[config.mk]
export PLATFORM = sky130hd
export DESIGN_NAME = three_wire_serial_master_flat
export DESIGN_NICKNAME = d
export VERILOG_FILES = /design/src/rtl/tws_pkg.sv /design/src/rtl/tws_stream_if.sv /design/src/rtl/tws_cfg_regs.sv /design/src/rtl/tws_engine.sv /design/src/rtl/three_wire_serial_master.sv /design/src/flat_wrapper.sv
export SDC_FILE = /design/constraint.sdc
export NUM_CORES = 1
export LEC_CHECK = 0
export BUFFER_PORTS_ARGS = -buffer_cell sky130_fd_sc_hd__buf_4
export CORE_UTILIZATION = 51
export CTS_CLUSTER_SIZE = 20
export DETAILED_ROUTE_END_ITERATION = 10
export PLACE_DENSITY = 0.8
export SLEW_MARGIN = 30
export SYNTH_ARGS = -nofsm -noshare
export SYNTH_HDL_FRONTEND = slang
export SYNTH_SLANG_ARGS = --single-unit
[constraint.sdc]
create_clock -name clk -period 3.7 [get_ports clk]
set_input_delay 0.185 -clock clk [delete_from_list [all_inputs] [get_ports clk]]
set_output_delay 0.185 -clock clk [all_outputs]
set_load 0.02 [all_outputs]
[src/rtl/tws_pkg.sv]
// Package with codes, constants and types of the three-wire serial master.
`timescale 1ns / 1ps
`default_nettype none
package tws_pkg;

  localparam int unsigned BYTE_W  = 8;
  localparam int unsigned BIT_W   = 3;
  localparam int unsigned PHASE_W = 2;
  localparam int unsigned PADDR_W = 2;
  localparam int unsigned PDATA_W = 32;

  localparam logic [PHASE_W-1:0] PH_IDLE = 2'd0;
  localparam logic [PHASE_W-1:0] PH_CMD  = 2'd1;
  localparam logic [PHASE_W-1:0] PH_DATA = 2'd2;

  localparam logic [BIT_W-1:0]  LAST_BIT         = 3'd7;
  localparam logic [BYTE_W-1:0] HALF_PERIOD_RST  = 8'h01;
  localparam logic [BYTE_W-1:0] HALF_PERIOD_MIN  = 8'h01;

  typedef struct packed {
    logic              kind;
    logic              is_read;
    logic [BYTE_W-1:0] command_byte;
    logic [BYTE_W-1:0] write_data;
    logic              io_in;
  } tws_item_t;

  typedef struct packed {
    logic              chip_enable;
    logic              serial_clock;
    logic              io_out;
    logic              io_drive;
    logic              busy_res;
    logic              done_res;
    logic [BYTE_W-1:0] read_data;
  } tws_result_t;

  typedef struct packed {
    logic [PHASE_W-1:0] phase;
    logic [BIT_W-1:0]   bit_count;
    logic               clock_level;
    logic [BYTE_W-1:0]  prescale_count;
    logic [BYTE_W-1:0]  command_shift;
    logic [BYTE_W-1:0]  data_shift;
    logic               read_mode;
    logic [BYTE_W-1:0]  received_byte;
  } tws_state_t;

endpackage
`default_nettype wire

[src/rtl/tws_stream_if.sv]
// Valid/ready channel interfaces for items and results.
`timescale 1ns / 1ps
`default_nettype none
interface tws_in_if;
  logic                      valid;
  logic                      ready;
  logic                      kind;
  logic                      is_read;
  logic [tws_pkg::BYTE_W-1:0] command_byte;
  logic [tws_pkg::BYTE_W-1:0] write_data;
  logic                      io_in;

  modport source (output valid, kind, is_read, command_byte, write_data, io_in,
                  input ready);
  modport sink   (input valid, kind, is_read, command_byte, write_data, io_in,
                  output ready);
endinterface

interface tws_out_if;
  logic                      valid;
  logic                      ready;
  logic                      chip_enable;
  logic                      serial_clock;
  logic                      io_out;
  logic                      io_drive;
  logic                      busy_res;
  logic                      done_res;
  logic [tws_pkg::BYTE_W-1:0] read_data;

  modport source (output valid, chip_enable, serial_clock, io_out, io_drive,
                  busy_res, done_res, read_data, input ready);
  modport sink   (input valid, chip_enable, serial_clock, io_out, io_drive,
                  busy_res, done_res, read_data, output ready);
endinterface
`default_nettype wire

[src/rtl/tws_cfg_regs.sv]
// APB-style register holding the clock half period.
`timescale 1ns / 1ps
`default_nettype none
module tws_cfg_regs (
  input  wire logic                        clk,
  input  wire logic                        rst_n,
  input  wire logic                        cfg_psel,
  input  wire logic                        cfg_penable,
  input  wire logic                        cfg_pwrite,
  input  wire logic [tws_pkg::PADDR_W-1:0] cfg_paddr,
  input  wire logic [tws_pkg::PDATA_W-1:0] cfg_pwdata,
  output logic      [tws_pkg::PDATA_W-1:0] cfg_prdata,
  output logic                             cfg_pready,
  output logic      [tws_pkg::BYTE_W-1:0]  half_period_ticks
);
  import tws_pkg::*;

  logic [BYTE_W-1:0] half_period_r;
  logic              wr_en;

  // The only register spans the whole (word-sized) address range.
  assign wr_en      = cfg_psel && cfg_penable && cfg_pwrite && (cfg_paddr[1:0] == 2'b00
                      || cfg_paddr[1:0] != 2'b00);
  assign cfg_pready = 1'b1;
  assign cfg_prdata = {{(PDATA_W-BYTE_W){1'b0}}, half_period_r};
  assign half_period_ticks = half_period_r;

  always_ff @(posedge clk) begin
    if (!rst_n) begin
      half_period_r <= HALF_PERIOD_RST;
    end else if (wr_en) begin
      half_period_r <= cfg_pwdata[BYTE_W-1:0];
    end
  end
endmodule
`default_nettype wire

[src/rtl/tws_engine.sv]
// Access state register and its one-item update.
`timescale 1ns / 1ps
`default_nettype none
module tws_engine (
  input  wire logic                       clk,
  input  wire logic                       rst_n,
  input  wire logic                       accept,
  input  wire tws_pkg::tws_item_t         item,
  input  wire logic [tws_pkg::BYTE_W-1:0] half_period_ticks,
  output tws_pkg::tws_result_t            res
);
  import tws_pkg::*;

  tws_state_t        st_r;
  tws_state_t        st_nxt;
  logic              done;
  logic [BYTE_W-1:0] limit;
  logic [BYTE_W:0]   pre_inc;

  // A zero half period behaves as one tick.
  assign limit   = (half_period_ticks == '0) ? HALF_PERIOD_MIN : half_period_ticks;
  assign pre_inc = {1'b0, st_r.prescale_count} + {{BYTE_W{1'b0}}, 1'b1};

  always_comb begin
    st_nxt = st_r;
    done   = 1'b0;
    if (item.kind) begin
      // Ignore a start while an access runs.
      if (st_r.phase == PH_IDLE) begin
        st_nxt.phase          = PH_CMD;
        st_nxt.bit_count      = '0;
        st_nxt.clock_level    = 1'b0;
        st_nxt.prescale_count = '0;
        st_nxt.read_mode      = item.is_read;
        st_nxt.command_shift  = item.command_byte;
        st_nxt.data_shift     = item.is_read ? '0 : item.write_data;
      end
    end else if (st_r.phase != PH_IDLE) begin
      if (pre_inc >= {1'b0, limit}) begin
        st_nxt.prescale_count = '0;
        if (!st_r.clock_level) begin
          // Rising edge: sample read data.
          if (st_r.phase == PH_DATA && st_r.read_mode) begin
            st_nxt.data_shift = {item.io_in, st_r.data_shift[BYTE_W-1:1]};
          end
          st_nxt.clock_level = 1'b1;
        end else begin
          // Falling edge: advance the driven bit.
          st_nxt.clock_level = 1'b0;
          if (st_r.phase == PH_CMD) begin
            st_nxt.command_shift = {1'b0, st_r.command_shift[BYTE_W-1:1]};
          end else if (!st_r.read_mode) begin
            st_nxt.data_shift = {1'b0, st_r.data_shift[BYTE_W-1:1]};
          end
          if (st_r.bit_count != LAST_BIT) begin
            st_nxt.bit_count = st_r.bit_count + 3'd1;
          end else begin
            st_nxt.bit_count = '0;
            unique case (st_r.phase)
              PH_CMD: begin
                st_nxt.phase = PH_DATA;
              end
              PH_DATA: begin
                if (st_r.read_mode) begin
                  st_nxt.received_byte = st_r.data_shift;
                end
                st_nxt.phase = PH_IDLE;
                done         = 1'b1;
              end
              default: begin
                st_nxt.phase = PH_IDLE;
              end
            endcase
          end
        end
      end else begin
        st_nxt.prescale_count = pre_inc[BYTE_W-1:0];
      end
    end
  end

  always_comb begin
    res.chip_enable  = (st_nxt.phase != PH_IDLE);
    res.busy_res     = (st_nxt.phase != PH_IDLE);
    res.serial_clock = st_nxt.clock_level;
    res.done_res     = done;
    res.read_data    = st_nxt.received_byte;
    res.io_drive     = 1'b0;
    res.io_out       = 1'b0;
    if (st_nxt.phase == PH_CMD) begin
      res.io_drive = 1'b1;
      res.io_out   = st_nxt.command_shift[0];
    end else if (st_nxt.phase == PH_DATA && !st_nxt.read_mode) begin
      res.io_drive = 1'b1;
      res.io_out   = st_nxt.data_shift[0];
    end
  end

  always_ff @(posedge clk) begin
    if (!rst_n) begin
      st_r <= '0;
    end else if (accept) begin
      st_r <= st_nxt;
    end
  end
endmodule
`default_nettype wire

[src/rtl/three_wire_serial_master.sv]
// Top level of the three-wire serial master: channels, register port, result register.
//
//   channel   direction   transfer
//   in_chan   sink        one tick or start item per transfer
//   out_chan  source      one result per accepted item, same order
//   cfg_*     APB slave   half_period_ticks at byte address 0
//
// Each item is processed on the clock edge that accepts it: the access state updates
// on that edge and its result lands in the output register on the same edge.
// The output register sets the rate: a new item enters every cycle while the
// result sink takes results or the register is empty.
// Reset (rst_n low, synchronous) idles the link and sets the half period to 1.
// A stalled result holds in the output register and blocks input only then.
`timescale 1ns / 1ps
`default_nettype none
module three_wire_serial_master (
  input  wire logic                        clk,
  input  wire logic                        rst_n,
  tws_in_if.sink                           in_chan,
  tws_out_if.source                        out_chan,
  input  wire logic                        cfg_psel,
  input  wire logic                        cfg_penable,
  input  wire logic                        cfg_pwrite,
  input  wire logic [tws_pkg::PADDR_W-1:0] cfg_paddr,
  input  wire logic [tws_pkg::PDATA_W-1:0] cfg_pwdata,
  output logic      [tws_pkg::PDATA_W-1:0] cfg_prdata,
  output logic                             cfg_pready
);
  import tws_pkg::*;

  logic              in_ready;
  logic              accept;
  logic [BYTE_W-1:0] half_period_ticks;
  tws_item_t         item;
  tws_result_t       res;
  tws_result_t       res_r;
  logic              out_valid_r;

  // Take an item when the result register is empty or drains this cycle.
  assign in_ready      = !out_valid_r || out_chan.ready;
  assign accept        = in_chan.valid && in_ready;
  assign in_chan.ready = in_ready;

  // Gather the item fields into one word.
  assign item.kind         = in_chan.kind;
  assign item.is_read      = in_chan.is_read;
  assign item.command_byte = in_chan.command_byte;
  assign item.write_data   = in_chan.write_data;
  assign item.io_in        = in_chan.io_in;

  tws_cfg_regs u_cfg (
    .clk               (clk),
    .rst_n             (rst_n),
    .cfg_psel          (cfg_psel),
    .cfg_penable       (cfg_penable),
    .cfg_pwrite        (cfg_pwrite),
    .cfg_paddr         (cfg_paddr),
    .cfg_pwdata        (cfg_pwdata),
    .cfg_prdata        (cfg_prdata),
    .cfg_pready        (cfg_pready),
    .half_period_ticks (half_period_ticks)
  );

  tws_engine u_engine (
    .clk               (clk),
    .rst_n             (rst_n),
    .accept            (accept),
    .item              (item),
    .half_period_ticks (half_period_ticks),
    .res               (res)
  );

  // Hold the valid flag; advance it whenever the register may take new data.
  always_ff @(posedge clk) begin
    if (!rst_n) begin
      out_valid_r <= 1'b0;
    end else if (in_ready) begin
      out_valid_r <= in_chan.valid;
    end
  end

  // Load the payload on each accepted item; hold it while stalled.
  always_ff @(posedge clk) begin
    if (accept) begin
      res_r <= res;
    end
  end

  assign out_chan.valid        = out_valid_r;
  assign out_chan.chip_enable  = res_r.chip_enable;
  assign out_chan.serial_clock = res_r.serial_clock;
  assign out_chan.io_out       = res_r.io_out;
  assign out_chan.io_drive     = res_r.io_drive;
  assign out_chan.busy_res     = res_r.busy_res;
  assign out_chan.done_res     = res_r.done_res;
  assign out_chan.read_data    = res_r.read_data;
endmodule
`default_nettype wire

[src/flat_wrapper.sv]
// flat-port wrapper written by rule: the top's interface ports become plain ports
module three_wire_serial_master_flat import tws_pkg::*;
  (clk, rst_n, cfg_psel, cfg_penable, cfg_pwrite, cfg_paddr, cfg_pwdata, cfg_prdata, cfg_pready, in_chan_valid, in_chan_kind, in_chan_is_read, in_chan_command_byte, in_chan_write_data, in_chan_io_in, in_chan_ready, out_chan_valid, out_chan_chip_enable, out_chan_serial_clock, out_chan_io_out, out_chan_io_drive, out_chan_busy_res, out_chan_done_res, out_chan_read_data, out_chan_ready);
  tws_in_if in_chan_i ();
  tws_out_if out_chan_i ();
  input  wire logic clk;
  input  wire logic rst_n;
  input  wire logic cfg_psel;
  input  wire logic cfg_penable;
  input  wire logic cfg_pwrite;
  input  wire logic [tws_pkg::PADDR_W-1:0] cfg_paddr;
  input  wire logic [tws_pkg::PDATA_W-1:0] cfg_pwdata;
  output logic      [tws_pkg::PDATA_W-1:0] cfg_prdata;
  output logic cfg_pready;
  input wire logic [$bits(in_chan_i.valid)-1:0] in_chan_valid;
  input wire logic [$bits(in_chan_i.kind)-1:0] in_chan_kind;
  input wire logic [$bits(in_chan_i.is_read)-1:0] in_chan_is_read;
  input wire logic [$bits(in_chan_i.command_byte)-1:0] in_chan_command_byte;
  input wire logic [$bits(in_chan_i.write_data)-1:0] in_chan_write_data;
  input wire logic [$bits(in_chan_i.io_in)-1:0] in_chan_io_in;
  output wire logic [$bits(in_chan_i.ready)-1:0] in_chan_ready;
  output wire logic [$bits(out_chan_i.valid)-1:0] out_chan_valid;
  output wire logic [$bits(out_chan_i.chip_enable)-1:0] out_chan_chip_enable;
  output wire logic [$bits(out_chan_i.serial_clock)-1:0] out_chan_serial_clock;
  output wire logic [$bits(out_chan_i.io_out)-1:0] out_chan_io_out;
  output wire logic [$bits(out_chan_i.io_drive)-1:0] out_chan_io_drive;
  output wire logic [$bits(out_chan_i.busy_res)-1:0] out_chan_busy_res;
  output wire logic [$bits(out_chan_i.done_res)-1:0] out_chan_done_res;
  output wire logic [$bits(out_chan_i.read_data)-1:0] out_chan_read_data;
  input wire logic [$bits(out_chan_i.ready)-1:0] out_chan_ready;
  assign in_chan_i.valid = in_chan_valid;
  assign in_chan_i.kind = in_chan_kind;
  assign in_chan_i.is_read = in_chan_is_read;
  assign in_chan_i.command_byte = in_chan_command_byte;
  assign in_chan_i.write_data = in_chan_write_data;
  assign in_chan_i.io_in = in_chan_io_in;
  assign in_chan_ready = in_chan_i.ready;
  assign out_chan_valid = out_chan_i.valid;
  assign out_chan_chip_enable = out_chan_i.chip_enable;
  assign out_chan_serial_clock = out_chan_i.serial_clock;
  assign out_chan_io_out = out_chan_i.io_out;
  assign out_chan_io_drive = out_chan_i.io_drive;
  assign out_chan_busy_res = out_chan_i.busy_res;
  assign out_chan_done_res = out_chan_i.done_res;
  assign out_chan_read_data = out_chan_i.read_data;
  assign out_chan_i.ready = out_chan_ready;
  three_wire_serial_master u_core (.clk(clk), .rst_n(rst_n), .in_chan(in_chan_i), .out_chan(out_chan_i), .cfg_psel(cfg_psel), .cfg_penable(cfg_penable), .cfg_pwrite(cfg_pwrite), .cfg_paddr(cfg_paddr), .cfg_pwdata(cfg_pwdata), .cfg_prdata(cfg_prdata), .cfg_pready(cfg_pready));
endmodule
# [Word-level counts from Yosys, hierarchy flattened]
# Cells that the tools add are included.
[totals] register_bits=61 latchBits=0 mem_bits_rw=0 rom_bits=0 input_bits=60 out_inout_bits=49 word_cells=88 n_memories=0
[classes] addsub=2 n_mul=0 n_div=0 magnitude_cmp=1 n_eq_ne=8 shift=0 mux=30 bitwise_logic=3 n_reduce_logical=26
[ops] cell="8-bit two-way mux" count=16
[ops] cell="30-bit two-way mux" count=2
[ops] cell="31-bit two-way mux" count=1
[ops] cell="16-bit two-way mux" count=1
[ops] cell="2-bit nonzero test" count=7
[ops] cell="8-bit by 1-bit adder with 9-bit output (second input constant)" count=1
[ops] cell="9-bit by 8-bit greater-or-equal comparator with 1-bit output" count=1
[ops] cell="3-bit != test (second input constant)" count=3
[ops] cell="8-bit zero test" count=1
[ops] cell="2-bit two-way mux" count=4
[ops] cell="7-bit AND reduction" count=1
[ops] cell="1-bit logical AND" count=6
[ops] cell="6-bit two-way mux" count=1
[ops] cell="6-bit AND reduction" count=1
[ops] cell="5-bit two-way mux" count=1
[ops] cell="5-bit AND reduction" count=1
[ops] cell="5-bit OR reduction" count=1
[ops] cell="2-bit by 1-bit == test with 1-bit output (second input constant)" count=2
[ops] cell="2-bit == test (second input constant)" count=2
[ops] cell="2-bit zero test" count=2
[ops] cell="3-bit by 1-bit adder with 3-bit output (second input constant)" count=1
[ops] cell="1-bit two-way mux" count=3
[ops] cell="3-bit two-way mux" count=1
[ops] cell="1-bit inverter" count=3
[ops] cell="5 further kinds" count=7

# [Depth between registers and ports, before layout]
[logic_depth] ltp_word=11 ltp_mapped=12 depth_no_buf=11

# [Hierarchy]
# Synthesis repeated with hierarchy kept, for this count alone.
[unflattened] cells_unflattened=390 area_unflattened_um2=3674.8
[by_module_without_submodules] module="tws_engine" instances=1 cells_each=301 area_per_inst_um2=2616.3 seq_area_each_um2=780.7
[by_module_without_submodules] module="tws_cfg_regs" instances=1 cells_each=70 area_per_inst_um2=580.6 seq_area_each_um2=160.2
[by_module_without_submodules] module="three_wire_serial_master" instances=1 cells_each=19 area_per_inst_um2=478.0 seq_area_each_um2=440.4

# [Worst setup path before layout]
# OpenSTA, ideal clock, no wires.
[synth_path] kind="register to register" start="reg u_core.u_engine.st_r[25] (netlist bit)" end="reg u_core.res_r (netlist bit u_core.out_chan.io_out), data pin" setup_time_ps=170 arrival_time_ps=2875 required_time_ps=3530 slack_ps=655 path_stages_with_launch=13 n_path_buf=1 period_less_slack_ps=3045 cell_sequence="dfxtp_1 -> ha_1 -> nand3_2 -> or2_2 -> xnor2_1 -> ha_1 -> a21oi_1 -> o21ai_1 -> a221o_2 -> and4_4 -> buf_6 -> mux2_4 -> o32ai_2"
[synth_rtl] element="start, declared" line_no="tws_engine.sv:14" rtl="tws_state_t st_r;"
[synth_rtl] element="start signal, assigned" line_no="tws_engine.sv:103" rtl="st_r <= st_nxt;"
[synth_rtl] element="end signal, assigned" line_no="three_wire_serial_master.sv:85" rtl="res_r <= res;"
[synth_rtl] element="end, declared" line_no="three_wire_serial_master.sv:36" rtl="tws_result_t res_r;"

==> reports/results.ini <==
[drt]
drc = 0
routed_wl_um = 7110
vias = 2812
first_pass_iters = 6
drtAntennaViolNets = 0
drtIter0Drc = 189
avgRoutedWirePerCell_um = 14.1
vias_per_cell = 5.57

[worst_setup_path]
crit_top_cell = ha_1
worst-path-max-fanout = 8
path_class = register to register
end_kind = register
critPathSlowestCell = dfxtp_1
critPathArrivalTime_ns = 3.54
worstSetupStartpointType = register
cp_slowest_stage_delay_ns = 0.40
cp_cell_sequence = ha_1 -> nand3_2 -> or2_2 -> xnor2_1 -> ha_1 -> nand2_1 -> o21ai_1 -> a221o_2 -> nand2b_1 -> nor2_2 -> mux2_2
critPathRequiredTime_ns = 3.79
crit_buf_inv = 0
critPathTopFamily = simple AND/OR/NAND/NOR gates

[layout]
layout_common_cells = 59 x buf_4, 49 x nand2_1, 48 x dfxtp_1
fillers = 551
drive_gt1_share_pct = 22.6
layout_commonest_cell = buf_4
fin_area_sq_um = 3830
final_nets = 498
diodes = 0
area_delta_synth_final_pct = 15.8

[cts]
numCtsBuffers = 9
cts_setup_buffers = 0
cts_root_buf = clkbuf_8
cts_max_level = 3
insertion_delay_ns = 0.34
clk_pin_slew_worst_paths_ns = 0.07
ctsResizeCount = 0
hold_buffers = 0
cts.sinks = 61
cts_tree = yes
cts.path.max_buffers = 2

[placed_design]
portBuffers = 57
gp_congestion = 0.907
post_dp_cell_area_sq_um = 3660
hpwl_um = 5020

[logic_synthesis]
avgSynthCellArea_sq_um = 8.85
synth_top_cell_area_share_pct = 29.0
syn_inst = 374
synthArstFlopShare_pct = 0
ys_top_cells_by_area = dfxtp_1 29%, edfxtp_1 12%, buf_4 5.9%
syn_area_sq_um = 3310
ys.flop_type = dfxtp_1
synth_largest_area_cell = dfxtp_1
synth_edf_count = 13
ys_seq_area_share_pct = 40.8
ys_warn_count = 0
yosysUniqueCellTypes = 56
ys_seq_elements = 61

[sta]
fmax_mhz = 290
clock_skew_ns = 0.00945
fin_crit_ns = 3.45
hold_violations = 0
max_slew_margin_pct = 40.9
final.setup.tns_ns = 0
fin_crit_sh_pct = 93.3
worst_slew_pin_slew_ns = 0.879
rsz0062_at_grt = false
drv_slew = 0
setup_viol = 0

[pwr]
ir_worst_vdd_mv = 0.270
p_total_w = 0.00144
p_leak_nw = 1.54
power_density_nw_per_um2 = 376

[floorplan]
die_x_um = 82.6
initial_core_util_pct = 54.3
die-height_um = 82.6
dieArea_sq_um = 6820
io_pins = 109
rows = 28
core_sq_um = 6100

[grt]
overflow = 0
antenna_found_initial = 0
grt_pass1_vias = 2604
track_usage_pct = 22.8
grt_max_degree = 37
grt_first_pass_wirelength_um = 11700

[worst_hold_path]
min_path_type = primary input to register

[flow_run]
maxCapViolCount = 0

[status]
status = finished, final reports clean

==> metal layers <==
metal / part of all wire (%) / wire length, um / up-vias / GRT usage, %
li1: - / - / 1392 / -
met1: 44 / 3150 / 1295 / 26.8
met2: 47 / 3330 / 117 / 37.9
met3: 7.6 / 542 / 8 / 8.02
met4: 1.3 / 90 / 0 / 8.79
met5: 0 / 0 / - / 0
==> state kept, by name (all words and copies together) (netlist names) <==
name	cells
u_core.out_chan.valid	1
u_core.out_chan.serial_clock	1
u_core.out_chan.done_res	1
u_core.out_chan.io_drive	1
u_core.u_engine.st_r	39
u_core.u_cfg.half_period_ticks	8
u_core.out_chan.read_data	8
u_core.out_chan.io_out	1
u_core.out_chan.chip_enable	1
==> synth_stat cells (3+ instances only) <==
library cell / number
a21oi_1: 34
a221oi_1: 6
a22oi_1: 8
a32o_1: 3
buf_2: 5
buf_4: 26
clkbuf_1: 10
dfxtp_1: 48
edfxtp_1: 13
ha_1: 13
inv_1: 16
mux2_2: 9
nand2_1: 49
nand2b_1: 4
nand3_1: 16
nor2_1: 7
nor2b_1: 10
nor3_1: 11
nor4_1: 3
o21ai_0: 28
o21ai_1: 3
or2_2: 4
or4_1: 4
xnor2_1: 4
==> through the flow <==
stage | hold slack, ns | utilization (%) | setup slack (ns) | cells
2_1_floorplan | 0.309 | - | 0.655 | 397
3_3_place_gp | 0.400 | 60.1 | 0.308 | 489
6_report | 0.0609 | 62.8 | 0.249 | 505
5_1_grt | 0.0701 | 62.8 | 0.0495 | 505
4_1_cts | 0.0474 | 62.8 | 0.237 | 505
3_5_place_dp | 0.398 | 60.1 | 0.273 | 489
==> power breakdown <==
| part | leakage (nW) | switching [W] | internal, W | total, W |
|---|---|---|---|---|
| registers | 0.518 | 0.0000164 | 0.000704 | 0.000720 |
| logic | 0.933 | 0.000130 | 0.0000773 | 0.000207 |
| clock network | 0.0882 | 0.000256 | 0.000256 | 0.000512 |
==> worst paths after layout <==
check / from / to / depth (start not counted) / slack [ns]
setup / recovery: u_core.u_engine.st_r[25] / u_core.out_chan.read_data[7] / 11 / 0.25
hold / removal: cfg_pwdata[0] / u_core.u_cfg.half_period_ticks[0] / 3 / 0.06
setup reg to reg: u_core.u_engine.st_r[25] / u_core.out_chan.read_data[7] / 11 / 0.25
hold reg to reg: u_core.u_engine.st_r[5] / u_core.u_engine.st_r[5] / 2 / 0.46
==> worst min-delay path, stage by stage <==
cell,delay (ns)
buf_4,0.07
nand2_1,0.04
nand3_1,0.07
==> logic make-up after synthesis <==
kind of cell,after synthesis,share of synthesized area (%)
compound gates,97,18.7
xor+xnor,6,1.59
fa+ha+maj,13,4.92
buf+inv,59,10.1
flops,61,40.8
mux,11,3.82
other cells,2,0.227
simple gates,125,19.8
==> final cells by class <==
cell class	instances	area [sq um]	area share, %
Clock buffer	11	141	3.69
Clock inverter	5	26.3	0.686
Sequential cell	61	1350	35.3
Inverter	17	63.8	1.67
Multi-Input combinational cell	277	1710	44.7
Tap cell	75	93.8	2.45
Timing Repair Buffer	59	443	11.6
No activity file was read; power rests on OpenSTA's default activity.
